## src/b85_pkg.sv

```systemverilog
`default_nettype none
// ----------------------------------------------------------------------------
// b85_pkg
// Shared types and constants for the base-85 (btoa) decoder.
// ----------------------------------------------------------------------------
package b85_pkg;

  localparam logic [7:0] CHAR_NEWLINE  = 8'h0a;
  localparam logic [7:0] CHAR_DIGIT_LO = 8'h21;  // '!'
  localparam logic [7:0] CHAR_DIGIT_HI = 8'h75;  // 'u'
  localparam logic [7:0] CHAR_ZERO_WORD = 8'h7a; // 'z'

  localparam logic [31:0] RADIX = 32'd85;

  localparam logic [2:0] GROUP_LAST_DIGIT = 3'd4;
  localparam logic [1:0] LAST_BYTE_IDX    = 2'd3;

  localparam int QUEUE_DEPTH_DEF = 4;

  // One unit of work handed from the front to the back.
  typedef struct packed {
    logic        err;   // emit a single error result
    logic [31:0] word;  // decoded word, bytes emitted MSB first
  } cmd_t;

endpackage
`default_nettype wire

```

## src/base85_btoa_decoder.sv

```systemverilog
`default_nettype none
// A character that completes a group, a 'z' or an error shows its first
// result after the queue and the output register. Characters are taken one
// per cycle while the queue has room; results leave at one per cycle while
// out_tready is high, so a run of 'z' characters is paced by the result port
// at four bytes each. Reset (rst_n low, synchronous) clears the partial word,
// digit count, error flag, checksums, queue and output valid.
// ----------------------------------------------------------------------------
// base85_btoa_decoder
// Base-85 (btoa) stream decoder with running XOR, sum and rotate checksums.
// ----------------------------------------------------------------------------
module base85_btoa_decoder
  import b85_pkg::*;
#(
  parameter int QUEUE_DEPTH = QUEUE_DEPTH_DEF
) (
  input  wire logic        clk,
  input  wire logic        rst_n,
  input  wire logic        in_tvalid,
  output logic             in_tready,
  input  wire logic [7:0]  in_tdata,   // [7:0] char_code
  output logic             out_tvalid,
  input  wire logic        out_tready,
  output logic [79:0]      out_tdata,  // [7:0] data_byte, [15:8] xor_check,
                                       // [47:16] sum_check, [79:48] rot_check
  output logic             out_tlast,
  output logic             out_tuser   // [0] bad_format
);

  logic push_valid, push_ready, pop_valid, pop_ready;
  cmd_t push_cmd, pop_cmd;
  logic [7:0]  data_byte, xor_check;
  logic [31:0] sum_check, rot_check;

  b85_front u_front (
    .clk        (clk),
    .rst_n      (rst_n),
    .in_valid   (in_tvalid),
    .in_ready   (in_tready),
    .char_code  (in_tdata),
    .push_valid (push_valid),
    .push_ready (push_ready),
    .push_cmd   (push_cmd)
  );

  b85_queue #(
    .DEPTH (QUEUE_DEPTH)
  ) u_queue (
    .clk        (clk),
    .rst_n      (rst_n),
    .push_valid (push_valid),
    .push_ready (push_ready),
    .push_cmd   (push_cmd),
    .pop_valid  (pop_valid),
    .pop_ready  (pop_ready),
    .pop_cmd    (pop_cmd)
  );

  b85_back u_back (
    .clk         (clk),
    .rst_n       (rst_n),
    .pop_valid   (pop_valid),
    .pop_ready   (pop_ready),
    .pop_cmd     (pop_cmd),
    .out_valid   (out_tvalid),
    .out_ready   (out_tready),
    .data_byte   (data_byte),
    .last_of_run (out_tlast),
    .bad_format  (out_tuser),
    .xor_check   (xor_check),
    .sum_check   (sum_check),
    .rot_check   (rot_check)
  );

  assign out_tdata = {rot_check, sum_check, xor_check, data_byte};

endmodule
`default_nettype wire

```

## src/b85_front.sv

```systemverilog
`default_nettype none
// ----------------------------------------------------------------------------
// b85_front
// Accepts characters, classifies them and gathers base-85 digits into words.
// ----------------------------------------------------------------------------
module b85_front
  import b85_pkg::*;
(
  input  wire logic       clk,
  input  wire logic       rst_n,
  input  wire logic       in_valid,
  output logic            in_ready,
  input  wire logic [7:0] char_code,
  output logic            push_valid,
  input  wire logic       push_ready,
  output cmd_t            push_cmd
);

  logic [31:0] word_r, word_nxt;
  logic [2:0]  count_r, count_nxt;
  logic        error_r, error_nxt;
  logic [6:0]  digit;
  logic [31:0] acc_word;
  logic        is_digit;
  logic        accept;

  assign in_ready = push_ready;
  assign accept   = in_valid && in_ready;
  assign digit    = 7'(char_code - CHAR_DIGIT_LO);

  always_comb begin
    is_digit = char_code inside {[CHAR_DIGIT_LO:CHAR_DIGIT_HI]};
  end

  // The first digit of a group replaces the word, later digits scale it.
  assign acc_word = (count_r == 3'd0) ? 32'(digit)
                                      : 32'(word_r * RADIX) + 32'(digit);

  always_comb begin
    word_nxt      = word_r;
    count_nxt     = count_r;
    error_nxt     = error_r;
    push_valid    = 1'b0;
    push_cmd.err  = 1'b0;
    push_cmd.word = acc_word;
    if (accept) begin
      if (error_r) begin
        push_valid   = 1'b1;
        push_cmd.err = 1'b1;
      end else if (char_code == CHAR_NEWLINE) begin
        push_valid = 1'b0;
      end else if (char_code == CHAR_ZERO_WORD && count_r == 3'd0) begin
        push_valid    = 1'b1;
        push_cmd.word = 32'd0;
      end else if (is_digit) begin
        if (count_r < GROUP_LAST_DIGIT) begin
          word_nxt  = acc_word;
          count_nxt = count_r + 3'd1;
        end else begin
          push_valid = 1'b1;
          word_nxt   = 32'd0;
          count_nxt  = 3'd0;
        end
      end else begin
        error_nxt    = 1'b1;
        push_valid   = 1'b1;
        push_cmd.err = 1'b1;
      end
    end
  end

  always_ff @(posedge clk) begin
    if (!rst_n) begin
      word_r  <= 32'd0;
      count_r <= 3'd0;
      error_r <= 1'b0;
    end else begin
      word_r  <= word_nxt;
      count_r <= count_nxt;
      error_r <= error_nxt;
    end
  end

endmodule
`default_nettype wire

```

## src/b85_queue.sv

```systemverilog
`default_nettype none
// ----------------------------------------------------------------------------
// b85_queue
// Short command queue between the front and the back.
// ----------------------------------------------------------------------------
module b85_queue
  import b85_pkg::*;
#(
  parameter int DEPTH = QUEUE_DEPTH_DEF
) (
  input  wire logic clk,
  input  wire logic rst_n,
  input  wire logic push_valid,
  output logic      push_ready,
  input  cmd_t      push_cmd,
  output logic      pop_valid,
  input  wire logic pop_ready,
  output cmd_t      pop_cmd
);

  localparam int PtrW = $clog2(DEPTH);
  localparam int CntW = $clog2(DEPTH + 1);

  cmd_t            mem_r [DEPTH];
  logic [PtrW-1:0] wr_ptr_r, wr_ptr_nxt;
  logic [PtrW-1:0] rd_ptr_r, rd_ptr_nxt;
  logic [CntW-1:0] count_r, count_nxt;
  logic            do_push, do_pop;

  assign push_ready = (count_r != CntW'(DEPTH));
  assign pop_valid  = (count_r != '0);
  assign pop_cmd    = mem_r[rd_ptr_r];
  assign do_push    = push_valid && push_ready;
  assign do_pop     = pop_valid && pop_ready;

  always_comb begin
    wr_ptr_nxt = wr_ptr_r;
    rd_ptr_nxt = rd_ptr_r;
    count_nxt  = count_r;
    if (do_push) begin
      wr_ptr_nxt = (wr_ptr_r == PtrW'(DEPTH - 1)) ? '0 : wr_ptr_r + PtrW'(1);
    end
    if (do_pop) begin
      rd_ptr_nxt = (rd_ptr_r == PtrW'(DEPTH - 1)) ? '0 : rd_ptr_r + PtrW'(1);
    end
    if (do_push && !do_pop) begin
      count_nxt = count_r + CntW'(1);
    end else if (do_pop && !do_push) begin
      count_nxt = count_r - CntW'(1);
    end
  end

  always_ff @(posedge clk) begin
    if (do_push) begin
      mem_r[wr_ptr_r] <= push_cmd;
    end
  end

  always_ff @(posedge clk) begin
    if (!rst_n) begin
      wr_ptr_r <= '0;
      rd_ptr_r <= '0;
      count_r  <= '0;
    end else begin
      wr_ptr_r <= wr_ptr_nxt;
      rd_ptr_r <= rd_ptr_nxt;
      count_r  <= count_nxt;
    end
  end

endmodule
`default_nettype wire

```

## src/b85_back.sv

```systemverilog
`default_nettype none
// ----------------------------------------------------------------------------
// b85_back
// Splits queued words into bytes, keeps the checksums and drives the result
// register.
// ----------------------------------------------------------------------------
module b85_back
  import b85_pkg::*;
(
  input  wire logic  clk,
  input  wire logic  rst_n,
  input  wire logic  pop_valid,
  output logic       pop_ready,
  input  cmd_t       pop_cmd,
  output logic       out_valid,
  input  wire logic  out_ready,
  output logic [7:0] data_byte,
  output logic       last_of_run,
  output logic       bad_format,
  output logic [7:0] xor_check,
  output logic [31:0] sum_check,
  output logic [31:0] rot_check
);

  logic [1:0]  idx_r, idx_nxt;
  logic        valid_r, valid_nxt;
  logic [7:0]  xor_r, xor_nxt;
  logic [31:0] sum_r, sum_nxt;
  logic [31:0] rot_r, rot_nxt;
  logic [7:0]  byte_r, byte_sel;
  logic        last_r, bad_r, last_sel;
  logic        load;

  assign load     = pop_valid && (!valid_r || out_ready);
  assign last_sel = pop_cmd.err || (idx_r == LAST_BYTE_IDX);
  assign pop_ready = load && last_sel;

  always_comb begin
    case (idx_r)
      2'd0:    byte_sel = pop_cmd.word[31:24];
      2'd1:    byte_sel = pop_cmd.word[23:16];
      2'd2:    byte_sel = pop_cmd.word[15:8];
      default: byte_sel = pop_cmd.word[7:0];
    endcase
  end

  always_comb begin
    idx_nxt   = idx_r;
    xor_nxt   = xor_r;
    sum_nxt   = sum_r;
    rot_nxt   = rot_r;
    valid_nxt = valid_r;
    if (load) begin
      valid_nxt = 1'b1;
      idx_nxt   = last_sel ? 2'd0 : idx_r + 2'd1;
      // An error result reports the checksums as they stand.
      if (!pop_cmd.err) begin
        xor_nxt = xor_r ^ byte_sel;
        sum_nxt = sum_r + 32'(byte_sel) + 32'd1;
        rot_nxt = {rot_r[30:0], rot_r[31]} + 32'(byte_sel);
      end
    end else if (out_ready) begin
      valid_nxt = 1'b0;
    end
  end

  always_ff @(posedge clk) begin
    if (!rst_n) begin
      idx_r   <= 2'd0;
      valid_r <= 1'b0;
      xor_r   <= 8'd0;
      sum_r   <= 32'd0;
      rot_r   <= 32'd0;
    end else begin
      idx_r   <= idx_nxt;
      valid_r <= valid_nxt;
      xor_r   <= xor_nxt;
      sum_r   <= sum_nxt;
      rot_r   <= rot_nxt;
    end
  end

  always_ff @(posedge clk) begin
    if (load) begin
      byte_r <= pop_cmd.err ? 8'd0 : byte_sel;
      last_r <= last_sel;
      bad_r  <= pop_cmd.err;
    end
  end

  assign out_valid   = valid_r;
  assign data_byte   = byte_r;
  assign last_of_run = last_r;
  assign bad_format  = bad_r;
  assign xor_check   = xor_r;
  assign sum_check   = sum_r;
  assign rot_check   = rot_r;

endmodule
`default_nettype wire
```

## config.mk

```make
export PLATFORM = sky130hd
export DESIGN_NAME = base85_btoa_decoder
export DESIGN_NICKNAME = d
export VERILOG_FILES = /design/src/b85_pkg.sv /design/src/base85_btoa_decoder.sv /design/src/b85_front.sv /design/src/b85_queue.sv /design/src/b85_back.sv
export SDC_FILE = /design/constraint.sdc
export NUM_CORES = 1
export LEC_CHECK = 0
export BUFFER_PORTS_ARGS = -buffer_cell sky130_fd_sc_hd__buf_2
export CAP_MARGIN = 20
export CORE_ASPECT_RATIO = 0.6
export CORE_MARGIN = 8
export CORE_UTILIZATION = 60
export DETAILED_ROUTE_END_ITERATION = 12
export PLACE_DENSITY = 0.79
export SYNTH_ARGS = -nofsm -noshare
export SYNTH_HDL_FRONTEND = slang
export SYNTH_HIERARCHICAL = 1
export SYNTH_SLANG_ARGS = --single-unit
```

## constraint.sdc

```tcl
create_clock -name clk -period 6.7 [get_ports clk]
set_input_delay 1.675 -clock clk [delete_from_list [all_inputs] [get_ports clk]]
set_output_delay 1.675 -clock clk [all_outputs]
set_load 0.05 [all_outputs]
```

=== Yosys cells after proc, flatten, opt, wreduce, memory -nomap -nowiden ===
Memories as Yosys holds them, arrays and structs flattened. A register that Yosys moved wholly into a read port is not among the register bits.
Index checks and enable logic that the tools add are counted.

* Register bits after elaboration: 128
* Bits in read-only memories: 0
* Word-level logic and storage cells: 94
* Latch bits: 0
* Bits in writable memories: 132
* Memories kept: 1

{| class="wikitable"
|+ Memories
! memory !! words !! width !! rd ports !! clocked after memory_dff !! write ports !! line !! text
|-
| u_queue.mem_r || 4 || 33 || 1 || 1 || 1 || b85_queue.sv:24 || <nowiki>cmd_t mem_r [DEPTH];</nowiki>
|}

* $lt $le $gt $ge: 3
* Reduce and logical (&&, ||, !) cells: 21
* Equal/unequal tests: 8
* Add/subtract/negate cells: 11
* Multipliers: 1
* Shift-type cells: 0
* Multiplexer cells: 30
* Bitwise operators: 5
* Divide/modulo/power cells: 0

{| class="wikitable"
|+ Operators with widths
! kind !! count
|-
| $mux W32 || 4
|-
| $mux W33 || 2
|-
| $add A32 B8 Y32 || 2
|-
| $add A32 B1 Y32 const B || 1
|-
| $add A32 B7 Y32 || 1
|-
| $mul A32 B7 Y32 const B || 1
|-
| $pmux W8 S3 || 1
|-
| $mux W1 || 15
|-
| $mux W2 || 5
|-
| $logic_and A1 B1 Y1 || 9
|-
| $mux W3 || 3
|-
| $eq A2 B2 Y1 const B || 4
|-
| $eq A8 B4 Y1 const B || 1
|-
| $eq A8 B7 Y1 const B || 1
|-
| $ge A8 B6 Y1 const B || 1
|-
| $le A8 B7 Y1 const B || 1
|-
| $xor A8 B8 Y8 || 1
|-
| $sub A7 B6 Y7 const B || 1
|-
| $add A2 B1 Y2 const B || 3
|-
| $add A3 B1 Y3 const B || 2
|-
| $reduce_and A5 Y1 || 1
|-
| $not A1 Y1 || 4
|-
| $reduce_bool A2 Y1 || 2
|-
| $logic_not A1 Y1 || 3
|-
| other kinds (9) || 10
|}

=== Logic depth before layout (Yosys ltp) ===
* Depth in word-level cells: 12
* Mapped depth: 19
* Gate-level depth less buffers: 18

=== Hierarchy ===
The synthesis kept the hierarchy.

{| class="wikitable"
|+ Modules (own cells, without submodules)
! module !! cells each !! times used !! area each (um^2)
|-
| b85_front || 689 || 1 || 5765.5
|-
| b85_queue || 224 || 1 || 5245.0
|-
| b85_back || 555 || 1 || 4839.6
|}

=== Least setup slack after synthesis ===
Ideal clock, no wire load.

* Kind: input -> register
* Start point: input in_tdata[0]
* End point: memory u_queue/mem_r[0][30] (netlist bit) (data pin)
* Cell stages on the path: 18
* Arrival: 5.752 ns
* Library setup time: 0.203 ns
* Slack: 0.745 ns
* Data required time: 6.497 ns
* Cells stage by stage: inv_1 > ha_1 > nand2_1 > a21boi_0 > nor2_1 > ha_1 > fa_1 > inv_1 > fa_1 > inv_1 > ha_1 > o211ai_1 > o211ai_1 > a311oi_1 > o211a_1 > or4_1 > and3_1 > nor3_1

{| class="wikitable"
|+ RTL lines
! item !! line !! text
|-
| from (decl) || base85_btoa_decoder.sv:21 || <nowiki>input wire logic [7:0] in_tdata,</nowiki>
|-
| to (decl) || b85_queue.sv:24 ||
|}

==> results.toml <==
[outcome]
status = "finished clean"

[cells_and_area]
final_layout_size_suffix_gt1_frac = 0.1407
final_cell_count_no_fill = 1916
final_util = 0.6641
antennaDiodeCount = 0
nets = 1728
syn_to_final_growth_pct = 9.725

[synth]
synth_cell_types = 89
syn_nets = 1659
ys_ff_latch = 262
synth_warnings = 6
synthArstFlopShare = 0
syn_area_per_cell_um2 = 10.80
synthFlopType = "edfxtp_1"
synthCells = 1468
synth_edf_count = 142
yosysSeqAreaShare = 0.4206
synth_area_um2 = 15850

[cts]
cts_sinks = 262
ctsHoldBuffers = 0
numCtsBuffers = 25
cts_tree = "built"
post_cts_buffers = 0
max-clock-path-buffers = 3
htreeDepth = 1
ctsRootBufferMaster = "clkbuf_16"
ctsResizeCount = 0
clk_latency_ns = 0.54
cts.clk_slew.worst_paths_ns = 0.06

[routing]
wire_per_inst_um = 19.50
wl_mm = 37.36
drtIter0Drc = 1156
vias_per_cell = 6.097
firstDrtPassIters = 7
final_antenna_net_count = 0
drc = 0
vias = 11680

[worst_hold_path]
hold_class = "reg2reg"

[timing]
tightest_slew_ns = 0.9601
max_freq_mhz = 163.5
finalHoldViolations = 0
period_share = 0.9130
setup_viol = 0
period_minus_slack_ns = 6.117
finalClockSkew_ns = 0.02336
fin_tns_setup_ns = 0
slew_headroom = 0.3509
finalMaxSlewViolations = 0
rsz0062_at_grt = "no"

[floorplan]
die_x_um = 225.8
rows = 46
die_y_um = 141.9
core-area_um2 = 26190
io_pins = 96
initial_core_util = 0.6053
die-area_um2 = 32040

[critical_path]
cp-start-kind = "input pin"
slowest_stage = "a311oi_1"
cp-end-kind = "flip-flop"
arrival_ns = 6.38
path_cells = "buf_2, inv_1, ha_1, nand2_1, a21boi_0, nor2_1, ha_1, fa_1, inv_1, fa_1, inv_1, ha_1, o211ai_1, o211ai_1, a311oi_1, o31a_1, a21boi_0, or3_1, and3_1"
crit_type = "in2reg"
path_max_fanout = 6
slowest_delay_ns = 0.65
cp.required_ns = 6.97

[power_and_ir_drop]
switchingPower_uw = 2553
p_int_uw = 3598
power_density_nw_per_um2 = 353.7
p_seq_frac = 0.363
combPwrFrac = 0.405
p_sw_frac = 0.4150
p_total_uw = 6151
total_leakage_power_uw = 0.007037
peakVddDrop_v = 0.0002884
power.share.clock = 0.232

[grt]
grt_max_degree = 76
track_usage = 0.2333
antenna_found_initial = 0
first_global_vias = 11360
grt.overflow.total = 0
grt_pass1_wl_mm = 60.64

[placement]
dp_hpwl_mm = 27.01
gp_congestion = 0.9830
port_buffers = 95
dp.cells = 1870

[job]
cap_violations = 0
## worst paths after layout
kind                       start              endpoint  slack (ns)  depth (start not counted)
min          u_back/sum_check[2]   u_back/sum_check[2]        0.49                          2
max                  in_tdata[0]  u_queue/mem_r[3][24]        0.58                         19
min reg2reg  u_back/sum_check[2]   u_back/sum_check[2]        0.49                          2
max reg2reg    u_front/word_r[1]  u_queue/mem_r[3][24]        1.61                         14
## per-stage QoR
step,worst slack (ns),hold slack [ns],cell area [um2]
floorplan,0.7450,0.4465,15850
global route,0.2377,0.4953,17390
CTS,0.6493,0.4875,17390
global placement,0.2929,0.4602,16560
detailed placement,0.1072,0.4793,16560
finish,0.5832,0.4910,17390
## per-layer routing
layer | GRT usage | vias to the layer above | wire [um]
li1 | - | 5414 | -
met1 | 0.3521 | 5736 | 17420
met2 | 0.3461 | 470 | 16250
met3 | 0.04494 | 62 | 3031
met4 | 0.04567 | 0 | 661
met5 | 0 | - | 0
## synth_stat cells, types with 5 or more instances
cell | instances | area (um2)
nor3b_1 | 9 | 67.56
nand4_1 | 19 | 118.9
a21boi_0 | 9 | 67.56
o211ai_1 | 8 | 60.06
nor3_1 | 26 | 130.1
nor2b_1 | 26 | 162.7
xor2_1 | 33 | 289.0
nor2_1 | 113 | 424.2
o31ai_1 | 11 | 82.58
buf_2 | 11 | 55.05
buf_1 | 7 | 26.28
and2_1 | 17 | 106.4
and3_1 | 8 | 50.05
fa_1 | 59 | 1181
inv_1 | 124 | 465.5
or3_1 | 10 | 62.56
xnor2_1 | 61 | 534.3
nor4_1 | 8 | 50.05
a2111oi_0 | 5 | 43.79
a222oi_1 | 7 | 70.07
dfxtp_1 | 120 | 2402
nand2_1 | 105 | 394.1
a21oi_1 | 95 | 475.5
nand3_1 | 32 | 160.2
nor4_2 | 5 | 62.56
a211oi_1 | 21 | 157.7
buf_4 | 6 | 45.04
edfxtp_1 | 142 | 4264
clkbuf_1 | 35 | 131.4
o21ai_0 | 45 | 225.2
a31oi_1 | 10 | 62.56
mux4_2 | 33 | 743.2
a21o_1 | 20 | 150.1
o21ai_1 | 10 | 50.05
ha_1 | 120 | 1501
o21a_1 | 8 | 60.06
## cell usage in the layout, fill, tap and decap left out, types with 33 or more instances in the layout
| cell | Yosys | layout |
|---|---|---|
| edfxtp_1 | 142 | 142 |
| mux4_2 | 33 | 33 |
| buf_2 | 11 | 95 |
| nand2_1 | 105 | 105 |
| xnor2_1 | 61 | 61 |
| a21oi_1 | 95 | 95 |
| dfxtp_1 | 120 | 119 |
| nor2_1 | 113 | 113 |
| inv_1 | 124 | 123 |
| ha_1 | 120 | 120 |
| xor2_1 | 33 | 33 |
| o21ai_0 | 45 | 45 |
| fa_1 | 59 | 59 |
## cell families (layout without fill, tap and decap cells)
family	count (synthesis)	after routing	synth area share
buffers and inverters	187	275	0.04807
AND/OR/NAND/NOR	427	427	0.1456
adder cells (fa/ha/maj)	179	179	0.1692
AO/OA/AOI/OAI	282	282	0.1152
multiplexers	37	37	0.04942
XOR/XNOR	94	94	0.05194
flip-flops	262	262	0.4206
## critical path, delay by kind of cell
family / cells / cell delay, ns
simple gates: 4 / 0.75
buf+inv: 4 / 0.39
compound gates: 6 / 1.57
fa+ha+maj: 5 / 1.98
## cell type report
| class | instances | area [um2] |
|---|---|---|
| multi-input cells | 1019 | 8429 |
| clock inverters | 9 | 75.07 |
| well taps | 360 | 450.4 |
| repair buffers | 105 | 550.5 |
| clock buffers | 37 | 753.2 |
| inverters | 124 | 465.4 |
| fillers | 1978 | 8796 |
| flip-flops and latches | 262 | 6668 |
## power groups by stage
stage	clock, uW	combinational [uW]	sequential, uW
after floorplan	0	1390	2750
after global placement	0	2400	2250
after detailed placement	0	2450	2270
after CTS	1440	2470	2240
after global routing	1510	2670	2280
final	1420	2490	2230
## sequential cells by signal, summed over array words and instances, names as in the netlist, 2 cells and up, named ones only
| register | cells |
|---|---|
| u_queue/mem_r | 132 |
| u_back/rot_check | 32 |
| u_back/sum_check | 32 |
| u_front/word_r | 32 |
| u_back/data_byte | 8 |
| u_back/xor_check | 8 |
| u_front/count_r | 3 |
| u_queue/count_r | 3 |
| u_back/idx_r | 2 |
| u_queue/rd_ptr_r | 2 |
| u_queue/wr_ptr_r | 2 |
Note: power is estimated with default switching activity, not from simulation.
